[config.mk]
export PLATFORM = sky130hd
export DESIGN_NAME = pd_differential_drive_core
export DESIGN_NICKNAME = d
export VERILOG_FILES = /design/src/sv/pdd_pkg.sv /design/src/sv/pd_differential_drive_core.sv /design/src/sv/pdd_sermul.sv
export SDC_FILE = /design/constraint.sdc
export NUM_CORES = 2
export LEC_CHECK = 0
export BUFFER_PORTS_ARGS = -buffer_cell sky130_fd_sc_hd__buf_2
export CAP_MARGIN = 10
export CELL_PAD_IN_SITES_DETAIL_PLACEMENT = 1
export CELL_PAD_IN_SITES_GLOBAL_PLACEMENT = 1
export CORE_MARGIN = 2
export CORE_UTILIZATION = 35
export DETAILED_ROUTE_END_ITERATION = 7
export PLACE_DENSITY_LB_ADDON = 0.1
export SYNTH_ARGS = -nofsm -noshare
export SYNTH_HDL_FRONTEND = slang
export SYNTH_HIERARCHICAL = 1
export SYNTH_SLANG_ARGS = --single-unit
[constraint.sdc]
create_clock -name clk -period 17.3 [get_ports clk]
set_input_delay 1.73 -clock clk [delete_from_list [all_inputs] [get_ports clk]]
set_output_delay 1.73 -clock clk [all_outputs]
set_load 0.03 [all_outputs]
[src/sv/pdd_pkg.sv]
// Shared constants for the differential drive PD controller.
// No dependencies; used by the core, the serial multiplier and the checker.
package pdd_pkg;

    localparam int FIELD_W    = 16;
    localparam int APB_ADDR_W = 5;
    localparam int APB_DATA_W = 32;
    localparam int REG_IDX_W  = 3;

    localparam logic [REG_IDX_W-1:0] REG_KP     = 3'd0;
    localparam logic [REG_IDX_W-1:0] REG_KD     = 3'd1;
    localparam logic [REG_IDX_W-1:0] REG_PERIOD = 3'd2;
    localparam logic [REG_IDX_W-1:0] REG_RBASE  = 3'd3;
    localparam logic [REG_IDX_W-1:0] REG_LBASE  = 3'd4;
    localparam logic [REG_IDX_W-1:0] REG_MIN    = 3'd5;
    localparam logic [REG_IDX_W-1:0] REG_MAX    = 3'd6;

    localparam logic [FIELD_W-1:0] KP_RESET     = 16'd256;
    localparam logic [FIELD_W-1:0] KD_RESET     = 16'd0;
    localparam logic [FIELD_W-1:0] PERIOD_RESET = 16'd256;
    localparam logic [FIELD_W-1:0] BASE_RESET   = 16'd0;
    localparam logic [FIELD_W-1:0] MIN_RESET    = 16'd0;
    localparam logic [FIELD_W-1:0] MAX_RESET    = 16'd255;

    localparam logic [FIELD_W-1:0] CORR_MAX = 16'h7FFF;
    localparam logic [FIELD_W-1:0] CORR_MIN = 16'h8000;

    // serial multiplier: 32-bit multiplicand, 17-bit multiplier, one bit per cycle
    localparam int MUL_A_W   = 32;
    localparam int MUL_B_W   = 17;
    localparam int MUL_P_W   = MUL_A_W + MUL_B_W;
    localparam int MUL_CNT_W = $clog2(MUL_B_W);
    localparam logic [MUL_CNT_W-1:0] MUL_LAST = MUL_CNT_W'(MUL_B_W - 1);

    // restoring divider: one quotient bit per cycle
    localparam int DIV_STEPS = FIELD_W;
    localparam int DIV_CNT_W = $clog2(DIV_STEPS);
    localparam logic [DIV_CNT_W-1:0] DIV_LAST = DIV_CNT_W'(DIV_STEPS - 1);

endpackage

[src/sv/pd_differential_drive_core.sv]
// Differential drive PD controller: error, derivative, correction, clamped motor speeds.
// Depends on pdd_pkg and pdd_sermul (two instances).
//
//  channel  | signals                                    | transfer when
//  ---------+--------------------------------------------+-------------------------------
//  in       | in_valid, in_ready, target, measured       | in_valid & in_ready
//  out      | out_valid, out_ready, right/left_speed,    | out_valid & out_ready
//           | correction                                 |
//  cfg      | psel, penable, pwrite, paddr, pwdata,      | psel & penable & pwrite
//           | prdata, pready                             |
//
// One item at a time: from input transfer to result in the output register, the item
// runs two 17-step serial multiplies in series (kp*err, then *period; kd*delta runs
// alongside the first) and a 16-step restoring divide by the period.
// in_ready is high only in idle, so no new item is taken until the last one is loaded.
// The output register holds a finished result while the next item computes;
// a stalled output delays the following item's final load and keeps in_ready low.
// Async active-low reset; state and config regs come up at their documented defaults.
module pd_differential_drive_core (
    input  logic                             clk,
    input  logic                             rst_n,
    input  logic                             psel,
    input  logic                             penable,
    input  logic                             pwrite,
    input  logic [pdd_pkg::APB_ADDR_W-1:0]   paddr,
    input  logic [pdd_pkg::APB_DATA_W-1:0]   pwdata,
    output logic [pdd_pkg::APB_DATA_W-1:0]   prdata,
    output logic                             pready,
    input  logic                             in_valid,
    output logic                             in_ready,
    input  logic signed [pdd_pkg::FIELD_W-1:0] target,
    input  logic signed [pdd_pkg::FIELD_W-1:0] measured,
    output logic                             out_valid,
    input  logic                             out_ready,
    output logic signed [pdd_pkg::FIELD_W-1:0] right_speed,
    output logic signed [pdd_pkg::FIELD_W-1:0] left_speed,
    output logic signed [pdd_pkg::FIELD_W-1:0] correction
);
    import pdd_pkg::*;

    typedef enum logic [3:0] {
        ST_IDLE,
        ST_MUL1_GO,
        ST_MUL1_WAIT,
        ST_MUL2_GO,
        ST_MUL2_WAIT,
        ST_SUM1,
        ST_SUM2,
        ST_ABS,
        ST_CHK,
        ST_DIV,
        ST_SAT,
        ST_OUT
    } state_t;

    state_t               state_reg;
    logic [DIV_CNT_W-1:0] cnt_reg;
    logic                 out_valid_reg;

    logic [FIELD_W-1:0]   kp_gain_reg;
    logic [FIELD_W-1:0]   kd_gain_reg;
    logic [FIELD_W-1:0]   sample_period_reg;
    logic [FIELD_W-1:0]   right_base_reg;
    logic [FIELD_W-1:0]   left_base_reg;
    logic [FIELD_W-1:0]   min_speed_reg;
    logic [FIELD_W-1:0]   max_speed_reg;
    logic [FIELD_W:0]     prev_err_reg;

    logic [FIELD_W-1:0]   err_mag_reg;
    logic [FIELD_W:0]     dlt_mag_reg;
    logic                 sign_a_reg;
    logic                 sign_b_reg;
    logic [MUL_P_W-1:0]   num_reg;
    logic [MUL_P_W-2:0]   mag_reg;
    logic                 neg_reg;
    logic                 ovf_reg;
    logic [FIELD_W-1:0]   rem_reg;
    logic [FIELD_W-1:0]   quo_reg;
    logic [FIELD_W-1:0]   corr_reg;
    logic [FIELD_W-1:0]   right_speed_reg;
    logic [FIELD_W-1:0]   left_speed_reg;
    logic [FIELD_W-1:0]   correction_reg;

    logic                 in_xfer;
    logic                 cfg_wr;
    logic [REG_IDX_W-1:0] cfg_idx;
    logic                 out_free;
    logic [FIELD_W:0]     err_w;
    logic [FIELD_W+1:0]   dlt_w;
    logic [FIELD_W:0]     err_neg_w;
    logic [FIELD_W+1:0]   dlt_neg_w;
    logic [FIELD_W-1:0]   kp_abs;
    logic [FIELD_W-1:0]   kd_abs;
    logic [FIELD_W-1:0]   period_eff;
    logic                 start_a;
    logic                 start_b;
    logic [MUL_A_W-1:0]   mcand_a;
    logic [MUL_B_W-1:0]   mplier_a;
    logic [MUL_P_W-1:0]   prod_a;
    logic [MUL_P_W-1:0]   prod_b;
    logic                 done_a;
    logic                 done_b;
    logic [MUL_P_W-1:0]   term_b;
    logic [MUL_P_W-1:0]   num_neg_w;
    logic [FIELD_W:0]     div_cat_w;
    logic [FIELD_W:0]     div_try_w;
    logic                 div_ge;
    logic [FIELD_W-1:0]   quo_neg_w;
    logic [FIELD_W:0]     rsp_w;
    logic [FIELD_W:0]     lsp_w;

    function automatic logic [FIELD_W-1:0] clamp_speed(
        input logic [FIELD_W:0]   v,
        input logic [FIELD_W-1:0] lo,
        input logic [FIELD_W-1:0] hi
    );
        logic signed [FIELD_W:0] s;
        logic signed [FIELD_W:0] s_lo;
        logic signed [FIELD_W:0] s_hi;
        s    = v;
        s_lo = {lo[FIELD_W-1], lo};
        s_hi = {hi[FIELD_W-1], hi};
        if (s > s_hi)
        begin
            s = s_hi;
        end
        if (s < s_lo)
        begin
            s = s_lo;
        end
        return s[FIELD_W-1:0];
    endfunction

    assign in_ready = (state_reg == ST_IDLE);
    assign in_xfer  = in_valid && in_ready;
    assign out_free = !out_valid_reg || out_ready;
    assign cfg_wr   = psel && penable && pwrite;
    assign cfg_idx  = paddr[APB_ADDR_W-1:2];
    assign pready   = 1'b1;

    assign err_w     = {target[FIELD_W-1], target} - {measured[FIELD_W-1], measured};
    assign dlt_w     = {err_w[FIELD_W], err_w} - {prev_err_reg[FIELD_W], prev_err_reg};
    assign err_neg_w = -err_w;
    assign dlt_neg_w = -dlt_w;
    assign kp_abs    = kp_gain_reg[FIELD_W-1] ? -kp_gain_reg : kp_gain_reg;
    assign kd_abs    = kd_gain_reg[FIELD_W-1] ? -kd_gain_reg : kd_gain_reg;
    assign period_eff = (sample_period_reg == '0) ? 16'd1 : sample_period_reg;

    assign start_a  = (state_reg == ST_MUL1_GO) || (state_reg == ST_MUL2_GO);
    assign start_b  = (state_reg == ST_MUL1_GO);
    assign mcand_a  = (state_reg == ST_MUL2_GO) ? prod_a[MUL_A_W-1:0]
                                                : {{(MUL_A_W-FIELD_W){1'b0}}, err_mag_reg};
    assign mplier_a = (state_reg == ST_MUL2_GO) ? {1'b0, period_eff} : {1'b0, kp_abs};

    pdd_sermul u_mul_a (
        .clk     (clk),
        .rst_n   (rst_n),
        .start   (start_a),
        .mcand   (mcand_a),
        .mplier  (mplier_a),
        .product (prod_a),
        .done    (done_a)
    );

    pdd_sermul u_mul_b (
        .clk     (clk),
        .rst_n   (rst_n),
        .start   (start_b),
        .mcand   ({{(MUL_A_W-FIELD_W){1'b0}}, kd_abs}),
        .mplier  (dlt_mag_reg),
        .product (prod_b),
        .done    (done_b)
    );

    // kd*delta*256 over the common denominator 256*period
    assign term_b    = {prod_b[MUL_P_W-9:0], 8'b0};
    assign num_neg_w = -num_reg;

    // divide |num|/256 by period; low 8 bits of the dividend drop out
    assign div_cat_w = {rem_reg, quo_reg[FIELD_W-1]};
    assign div_ge    = div_cat_w >= {1'b0, period_eff};
    assign div_try_w = div_cat_w - {1'b0, period_eff};
    assign quo_neg_w = -quo_reg;

    assign rsp_w = {right_base_reg[FIELD_W-1], right_base_reg}
                 + {corr_reg[FIELD_W-1], corr_reg};
    assign lsp_w = {left_base_reg[FIELD_W-1], left_base_reg}
                 - {corr_reg[FIELD_W-1], corr_reg};

    always_ff @(posedge clk or negedge rst_n)
    begin
        if (!rst_n)
        begin
            state_reg         <= ST_IDLE;
            cnt_reg           <= '0;
            out_valid_reg     <= 1'b0;
            kp_gain_reg       <= KP_RESET;
            kd_gain_reg       <= KD_RESET;
            sample_period_reg <= PERIOD_RESET;
            right_base_reg    <= BASE_RESET;
            left_base_reg     <= BASE_RESET;
            min_speed_reg     <= MIN_RESET;
            max_speed_reg     <= MAX_RESET;
            prev_err_reg      <= '0;
        end
        else
        begin
            if (cfg_wr)
            begin
                unique case (cfg_idx)
                    REG_KP:     kp_gain_reg       <= pwdata[FIELD_W-1:0];
                    REG_KD:     kd_gain_reg       <= pwdata[FIELD_W-1:0];
                    REG_PERIOD: sample_period_reg <= pwdata[FIELD_W-1:0];
                    REG_RBASE:  right_base_reg    <= pwdata[FIELD_W-1:0];
                    REG_LBASE:  left_base_reg     <= pwdata[FIELD_W-1:0];
                    REG_MIN:    min_speed_reg     <= pwdata[FIELD_W-1:0];
                    REG_MAX:    max_speed_reg     <= pwdata[FIELD_W-1:0];
                    default:    ;
                endcase
            end

            if ((state_reg == ST_OUT) && out_free)
            begin
                out_valid_reg <= 1'b1;
            end
            else if (out_ready)
            begin
                out_valid_reg <= 1'b0;
            end

            unique case (state_reg)
                ST_IDLE:
                begin
                    if (in_xfer)
                    begin
                        prev_err_reg <= err_w;
                        state_reg    <= ST_MUL1_GO;
                    end
                end
                ST_MUL1_GO:   state_reg <= ST_MUL1_WAIT;
                ST_MUL1_WAIT:
                begin
                    if (done_a && done_b)
                    begin
                        state_reg <= ST_MUL2_GO;
                    end
                end
                ST_MUL2_GO:   state_reg <= ST_MUL2_WAIT;
                ST_MUL2_WAIT:
                begin
                    if (done_a)
                    begin
                        state_reg <= ST_SUM1;
                    end
                end
                ST_SUM1:      state_reg <= ST_SUM2;
                ST_SUM2:      state_reg <= ST_ABS;
                ST_ABS:       state_reg <= ST_CHK;
                ST_CHK:
                begin
                    cnt_reg   <= '0;
                    state_reg <= ST_DIV;
                end
                ST_DIV:
                begin
                    cnt_reg <= cnt_reg + 1'b1;
                    if (cnt_reg == DIV_LAST)
                    begin
                        state_reg <= ST_SAT;
                    end
                end
                ST_SAT:       state_reg <= ST_OUT;
                ST_OUT:
                begin
                    if (out_free)
                    begin
                        state_reg <= ST_IDLE;
                    end
                end
                default:      state_reg <= ST_IDLE;
            endcase
        end
    end

    always_ff @(posedge clk)
    begin
        if (in_xfer)
        begin
            err_mag_reg <= err_w[FIELD_W] ? err_neg_w[FIELD_W-1:0] : err_w[FIELD_W-1:0];
            dlt_mag_reg <= dlt_w[FIELD_W+1] ? dlt_neg_w[FIELD_W:0] : dlt_w[FIELD_W:0];
            sign_a_reg  <= kp_gain_reg[FIELD_W-1] ^ err_w[FIELD_W];
            sign_b_reg  <= kd_gain_reg[FIELD_W-1] ^ dlt_w[FIELD_W+1];
        end

        unique case (state_reg)
            ST_SUM1:
            begin
                num_reg <= sign_a_reg ? -prod_a : prod_a;
            end
            ST_SUM2:
            begin
                num_reg <= sign_b_reg ? (num_reg - term_b) : (num_reg + term_b);
            end
            ST_ABS:
            begin
                neg_reg <= num_reg[MUL_P_W-1];
                mag_reg <= num_reg[MUL_P_W-1] ? num_neg_w[MUL_P_W-2:0]
                                              : num_reg[MUL_P_W-2:0];
            end
            ST_CHK:
            begin
                // quotient of 2^16 or more saturates either way
                ovf_reg <= mag_reg[47:24] >= {8'b0, period_eff};
                rem_reg <= mag_reg[39:24];
                quo_reg <= mag_reg[23:8];
            end
            ST_DIV:
            begin
                rem_reg <= div_ge ? div_try_w[FIELD_W-1:0]
                                  : div_cat_w[FIELD_W-1:0];
                quo_reg <= {quo_reg[FIELD_W-2:0], div_ge};
            end
            ST_SAT:
            begin
                if (!neg_reg)
                begin
                    corr_reg <= (ovf_reg || quo_reg[FIELD_W-1]) ? CORR_MAX : quo_reg;
                end
                else
                begin
                    corr_reg <= (ovf_reg || (quo_reg > CORR_MIN)) ? CORR_MIN : quo_neg_w;
                end
            end
            ST_OUT:
            begin
                if (out_free)
                begin
                    right_speed_reg <= clamp_speed(rsp_w, min_speed_reg, max_speed_reg);
                    left_speed_reg  <= clamp_speed(lsp_w, min_speed_reg, max_speed_reg);
                    correction_reg  <= corr_reg;
                end
            end
            default:
            begin
            end
        endcase
    end

    always_comb
    begin
        unique case (cfg_idx)
            REG_KP:     prdata = {16'b0, kp_gain_reg};
            REG_KD:     prdata = {16'b0, kd_gain_reg};
            REG_PERIOD: prdata = {16'b0, sample_period_reg};
            REG_RBASE:  prdata = {16'b0, right_base_reg};
            REG_LBASE:  prdata = {16'b0, left_base_reg};
            REG_MIN:    prdata = {16'b0, min_speed_reg};
            REG_MAX:    prdata = {16'b0, max_speed_reg};
            default:    prdata = '0;
        endcase
    end

    assign out_valid   = out_valid_reg;
    assign right_speed = right_speed_reg;
    assign left_speed  = left_speed_reg;
    assign correction  = correction_reg;

endmodule

[src/sv/pdd_sermul.sv]
// Bit-serial unsigned shift-add multiplier, one multiplier bit per cycle.
// Depends on pdd_pkg for widths and step count.
module pdd_sermul (
    input  logic                         clk,
    input  logic                         rst_n,
    input  logic                         start,
    input  logic [pdd_pkg::MUL_A_W-1:0]  mcand,
    input  logic [pdd_pkg::MUL_B_W-1:0]  mplier,
    output logic [pdd_pkg::MUL_P_W-1:0]  product,
    output logic                         done
);
    import pdd_pkg::*;

    logic [MUL_A_W-1:0]   mcand_reg;
    logic [MUL_P_W-1:0]   prod_reg;
    logic [MUL_P_W-1:0]   prod_next;
    logic [MUL_A_W:0]     sum_w;
    logic [MUL_CNT_W-1:0] cnt_reg;
    logic                 busy_reg;
    logic                 done_reg;

    // high half accumulates, low half holds remaining multiplier bits
    assign sum_w     = {1'b0, prod_reg[MUL_P_W-1:MUL_B_W]}
                     + (prod_reg[0] ? {1'b0, mcand_reg} : {(MUL_A_W+1){1'b0}});
    assign prod_next = {sum_w, prod_reg[MUL_B_W-1:1]};

    always_ff @(posedge clk or negedge rst_n)
    begin
        if (!rst_n)
        begin
            busy_reg <= 1'b0;
            done_reg <= 1'b0;
            cnt_reg  <= '0;
        end
        else if (start)
        begin
            busy_reg <= 1'b1;
            done_reg <= 1'b0;
            cnt_reg  <= '0;
        end
        else if (busy_reg)
        begin
            cnt_reg <= cnt_reg + 1'b1;
            if (cnt_reg == MUL_LAST)
            begin
                busy_reg <= 1'b0;
                done_reg <= 1'b1;
            end
        end
    end

    always_ff @(posedge clk)
    begin
        if (start)
        begin
            mcand_reg <= mcand;
            prod_reg  <= {{MUL_A_W{1'b0}}, mplier};
        end
        else if (busy_reg)
        begin
            prod_reg <= prod_next;
        end
    end

    assign product = prod_reg;
    assign done    = done_reg;

endmodule

Yosys cells after proc, flatten, opt, wreduce, memory -nomap -nowiden
Index checks and enable logic that the tools add are counted.
Storage, ports and cells
  register bits: 528
  output and inout port bits: 83
Operators by class
  add/subtract/negate cells: 19
  $lt $le $gt $ge: 7
  equality and inequality tests: 25
  mux-type cells: 57
  bitwise logic cells: 2
  reduce and logical (&&, ||, !) cells: 32
Operator list (number)
  2-to-1 mux 16 bit: 12
  2-to-1 mux 17 bit: 11
  one-hot mux 16 bit (7 select lines): 1
  2-to-1 mux 49 bit: 2
  one-hot mux 49 bit (2 select lines): 1
  negation 16 bit: 4
  one-hot mux 16 bit (2 select lines): 2
  adder 49 bit: 1
  negation 49 bit: 1
  subtractor 49 bit: 1
  2-to-1 mux 48 bit: 1
  negation 48 bit: 1
  one-hot mux 4 bit (12 select lines): 1
  > comparator 17 x 16 -> 1 bit: 2
  < comparator 17 x 16 -> 1 bit: 2
  subtractor 16 x 16 -> 17 bit: 2
  adder 32 x 16 -> 33 bit: 1
  adder 32 x 32 -> 33 bit: 1
  2-to-1 mux 32 bit: 1
  >= comparator 24 x 16 -> 1 bit: 1
  AND reduction 2 bit: 11
  == test 4 bit (second input constant): 5
  2-to-1 mux 4 bit: 5
  2-to-1 mux 5 bit: 4
  29 further kinds: 68

Longest topological paths before layout
  depth after elaboration: 7
  depth in mapped cells: 33
  depth with buffers taken out: 30

Hierarchy
The synthesis kept the hierarchy.
Modules (own cells, without submodules)
  pd_differential_drive_core: times used 1, cells each 2960, area each 27403.8 um^2, seq. area each 10132.2 um^2
  pdd_sermul at u_mul_a: times used 1, cells each 509, area each 5166.2 um^2, seq. area each 2287.2 um^2
  pdd_sermul at u_mul_b: times used 1, cells each 505, area each 5046.1 um^2, seq. area each 2287.2 um^2

Least setup slack after synthesis
No wires, ideal clock.
  kind: register to register
  start: register corr_reg[0]
  end: register left_speed_reg[10], in the netlist left_speed[10] (data pin)
  setup time: 0.260 ns
  arrival: 6.889 ns
  data required time: 17.040 ns
  path slack: 10.151 ns
  cell stages (with the launch flop): 30
  path buffers: 2
  clock period less this slack: 7.149 ns
  path through: edfxtp_1 -> ha_1 -> fa_1 -> nor2b_1 -> o21ai_0 -> a21oi_1 -> o21ai_0 -> a21o_1 -> a311oi_1 -> o21ai_0 -> a21oi_1 -> a21oi_1 -> ha_1 -> a21o_1 -> a2111oi_0 -> o221ai_1 -> o21ai_0 -> clkbuf_1 -> mux2_2 -> ha_1 -> a21o_1 -> a21o_1 -> a21o_1 -> a21o_1 -> a221o_1 -> a21oi_1 -> nand2_1 -> mux2i_1 -> clkbuf_1 -> mux2_2
On the way
  cells in the longest elaborated chain, start to end: 7
Ends and longest elaborated chain
  from (decl): RTL line pd_differential_drive_core.sv:79  | logic [FIELD_W-1:0] corr_reg;
  from (signal assigned): RTL line pd_differential_drive_core.sv:327  | corr_reg <= (ovf_reg || quo_reg[FIELD_W-1]) ? CORR_MAX : quo_reg;
  from (signal assigned): RTL line pd_differential_drive_core.sv:331  | corr_reg <= (ovf_reg || (quo_reg > CORR_MIN)) ? CORR_MIN : quo_neg_w;
  subtractor 16 x 16 -> 17 bit (*): RTL line pd_differential_drive_core.sv:188  | - {corr_reg[FIELD_W-1], corr_reg};
  > comparator 17 x 16 -> 1 bit: RTL line pd_differential_drive_core.sv:123  | if (s > s_hi)
  2-to-1 mux 17 bit (*): RTL line pd_differential_drive_core.sv:123
  2-to-1 mux 17 bit (*): RTL line pd_differential_drive_core.sv:336  | if (out_free)
  2-to-1 mux 17 bit (*): RTL line pd_differential_drive_core.sv:295  | unique case (state_reg)
  < comparator 17 x 16 -> 1 bit: RTL line pd_differential_drive_core.sv:127  | if (s < s_lo)
  2-to-1 mux 16 bit (*): RTL line pd_differential_drive_core.sv:127
  to (signal assigned): RTL line pd_differential_drive_core.sv:339  | left_speed_reg <= clamp_speed(lsp_w, min_speed_reg, max_speed_reg);
  to (decl): RTL line pd_differential_drive_core.sv:81  | logic [FIELD_W-1:0] left_speed_reg;
Mark *: on every way between the ends. The rest lies on a longest branch, timed or not. The select of a mux whose other input is x is not followed.
A chain may end at the register's enable or synchronous reset.

Worst setup path in the final report
  start: register corr_reg[1]
  end: register left_speed_reg[1], in the netlist left_speed[1] (data pin)
The elaborated chain is that of the path after synthesis.

==> flow_metrics.env <==
export IMPL_status="completed"
export IMPL_r2r_cells=31
export IMPL_peakVddDrop_mv=0.0877
export IMPL_place_congestion=0.880
export IMPL_grt_setup_unrepaired="no"
export IMPL_synthCells=3974
export IMPL_synth_common_cells="381 x nand2_1, 320 x edfxtp_1, 313 x o21ai_0, 279 x ha_1, 261 x nor2_1"
export IMPL_netlist_area_um2=37600
export IMPL_num_vias=30337
export IMPL_grt_use_total_pct=23.0
export IMPL_path_clk_slew_ns=0.06
export IMPL_drt_wl_total_um=128000
export IMPL_worstHoldPathType="reg2reg"
export IMPL_avgViaCountPerCell=5.47
export IMPL_cp_slowest_cell="edfxtp_1"
export IMPL_power_leakage_nw=17.4
export IMPL_ys_warn_count=6
export IMPL_num_rows=120
export IMPL_crit_top_cell="a21oi_1"
export IMPL_synth_flop_cell="edfxtp_1"
export IMPL_h_tree_depth=3
export IMPL_ctsResizeCount=0
export IMPL_r2r_slack_ns=9.28
export IMPL_path_class="reg2reg"
export IMPL_area_growth_pct=12.3
export IMPL_worstPathMaxFanout=27
export IMPL_wl_per_cell_um=23.0
export IMPL_cp_arrival_ns=8.40
export IMPL_drtPass1Iterations=5
export IMPL_ant_nets=0
export IMPL_hold_end="prev_err_reg[0]"
export IMPL_end_kind="flop"
export IMPL_hold_viol_final=0
export IMPL_drv_slew=0
export IMPL_grt_max_degree=66
export IMPL_ys_seq_elements=536
export IMPL_yosysTopAreaCellShare_pct=25.5
export IMPL_setup_violations=0
export IMPL_holdPathStages=2
export IMPL_maxCapViolations=0
export IMPL_post_cts_buffers=0
export IMPL_die_area_um2=110000
export IMPL_placed_area_um2=39800
export IMPL_die_w_um=332
export IMPL_postSynthAreaPerCell_um2=9.47
export IMPL_grt_pass1_vias=30888
export IMPL_max_stage_delay_ns=0.65
export IMPL_tns_ns=0
export IMPL_grt_overflow=0
export IMPL_required_ns=17.69
export IMPL_core_area_um2=107000
export IMPL_portBuffers=123
export IMPL_cts_hold_buf=0
export IMPL_grt_pass1_wl_um=195000
export IMPL_fin_area_um2=42200
export IMPL_cts_buffer_depth=3
export IMPL_max_clock_freq_mhz=125
export IMPL_dp_hpwl_um=98500
export IMPL_drc=0
export IMPL_synth_async_sr_flop_share_pct=28.4
export IMPL_cts_tree="built"
export IMPL_drt_initial_drc_count=1722
export IMPL_yosysUniqueCellTypes=105
export IMPL_clock_sinks=536
export IMPL_p_total_mw=8.51
export IMPL_start_util_pct=35.2
export IMPL_fin_skew_ns=0.0374
export IMPL_yosysSeqAreaShare_pct=39.1
export IMPL_pwr_density_cell_nw_per_um2=202
export IMPL_drive_gt1_share_pct=13.1
export IMPL_clock_tree_root_cell="clkbuf_16"
export IMPL_relSlewSlack_pct=25.0
export IMPL_numCtsBuffers=73
export IMPL_synth_most_common_cell="nand2_1"
export IMPL_clk_latency_ns=0.64
export IMPL_fillers=12208
export IMPL_timing_final_crit_share_pct=46.3
export IMPL_antenna_found_initial=1
export IMPL_die_h_um=332
export IMPL_tightest_slew_ns=1.13
export IMPL_synth_top_cell_by_area="edfxtp_1"
export IMPL_holdCritStartpoint="prev_err_reg[0]"
export IMPL_period_needed_ns=8.02
export IMPL_start_kind="flop"
export IMPL_r2r_end="left_speed[1]"
export IMPL_synth_edff_count=320
export IMPL_io_pins=159
export IMPL_netlist_top_cells_area="edfxtp_1 26%, dfrtp_1 9.4%, ha_1 9.3%, xnor2_1 5.0%, mux2_2 4.7%"
export IMPL_worstReg2RegStart="corr_reg[1]"
export IMPL_nets=4446
## cells in the final DEF (no fill, tap or decap), types with 64 or more instances in the layout
| master | instances |
|---|---|
| edfxtp_1 | 320 |
| and2_1 | 95 |
| a21o_1 | 89 |
| mux2_2 | 158 |
| nand3_1 | 67 |
| dfxtp_1 | 64 |
| xor2_1 | 102 |
| inv_1 | 218 |
| nor2_1 | 257 |
| dfrtp_1 | 142 |
| clkbuf_16 | 76 |
| a21oi_1 | 255 |
| buf_2 | 122 |
| nand2_1 | 381 |
| xnor2_1 | 213 |
| o21ai_0 | 312 |
| ha_1 | 279 |
## worst max-delay path by stage
stage	cells after the start	endpoint	slack, ns	start
floorplan	29	left_speed[10]	10.15	corr_reg[0]
global placement	30	left_speed[0]	9.37	corr_reg[1]
detailed placement	29	left_speed[0]	9.40	corr_reg[0]
CTS	29	left_speed[0]	9.37	corr_reg[0]
global route	30	left_speed[9]	8.73	corr_reg[0]
finish	31	left_speed[1]	9.28	corr_reg[1]
## per-stage QoR
| step | hold WS [ns] | util [%] | setup WS, ns | std cells |
|---|---|---|---|---|
| 6_report | 0.485 | 39.5 | 9.28 | 5545 |
| 2_1_floorplan | 0.448 | - | 10.15 | 4006 |
| 5_1_grt | 0.513 | 39.5 | 8.73 | 5544 |
| 3_3_place_gp | 0.472 | 37.2 | 9.37 | 5409 |
| 3_5_place_dp | 0.474 | 37.2 | 9.40 | 5409 |
| 4_1_cts | 0.487 | 39.5 | 9.37 | 5542 |
## worst max-delay path, delay by kind of cell, from the launching register on
| kind | cells | cell delay (ns) |
|---|---|---|
| AOI/OAI and AO/OA | 13 | 2.61 |
| and+or+nand+nor | 9 | 2.15 |
| adders and majority gates | 3 | 0.94 |
| buffers and inverters | 3 | 0.81 |
| DFF | 1 | 0.65 |
| muxes | 2 | 0.53 |
| xor gates and xnor gates | 1 | 0.09 |
## report_power, final
part / switching, mW / internal [mW]
registers: 0.470 / 1.93
logic: 2.73 / 1.85
clock network: 0.618 / 0.918
total: 3.82 / 4.70
## kinds of logic after synthesis
family / Yosys count / synth area share [%]
AND/OR/NAND/NOR: 1178 / 15.4
multiplexers: 220 / 6.61
AO/OA/AOI/OAI: 1046 / 17.7
other: 2 / 0.0200
XOR/XNOR: 315 / 7.33
flip-flops: 536 / 39.1
adder cells (fa/ha/maj): 287 / 9.71
buffers and inverters: 390 / 4.16
## layer usage
metal	GRT usage [%]	share of wire [%]	vias up
met5	0	0	-
met4	5.97	2.3	0
met3	2.41	3.1	138
met2	39.8	48	451
met1	30.5	46	15063
li1	-	-	14685
## final cells by class
cell class	count	area, um2	share of cell area (%)
Clock buffer	94	2030	4.80
Multi-Input combinational cell	3080	21500	51.0
Sequential cell	536	14700	34.8
Clock inverter	39	379	0.897
Antenna cell	1	2.50	0.00592
Tap cell	1403	1760	4.16
Inverter	221	830	1.96
Timing Repair Buffer	171	992	2.35
Note: power is estimated with default switching activity, not from simulation.
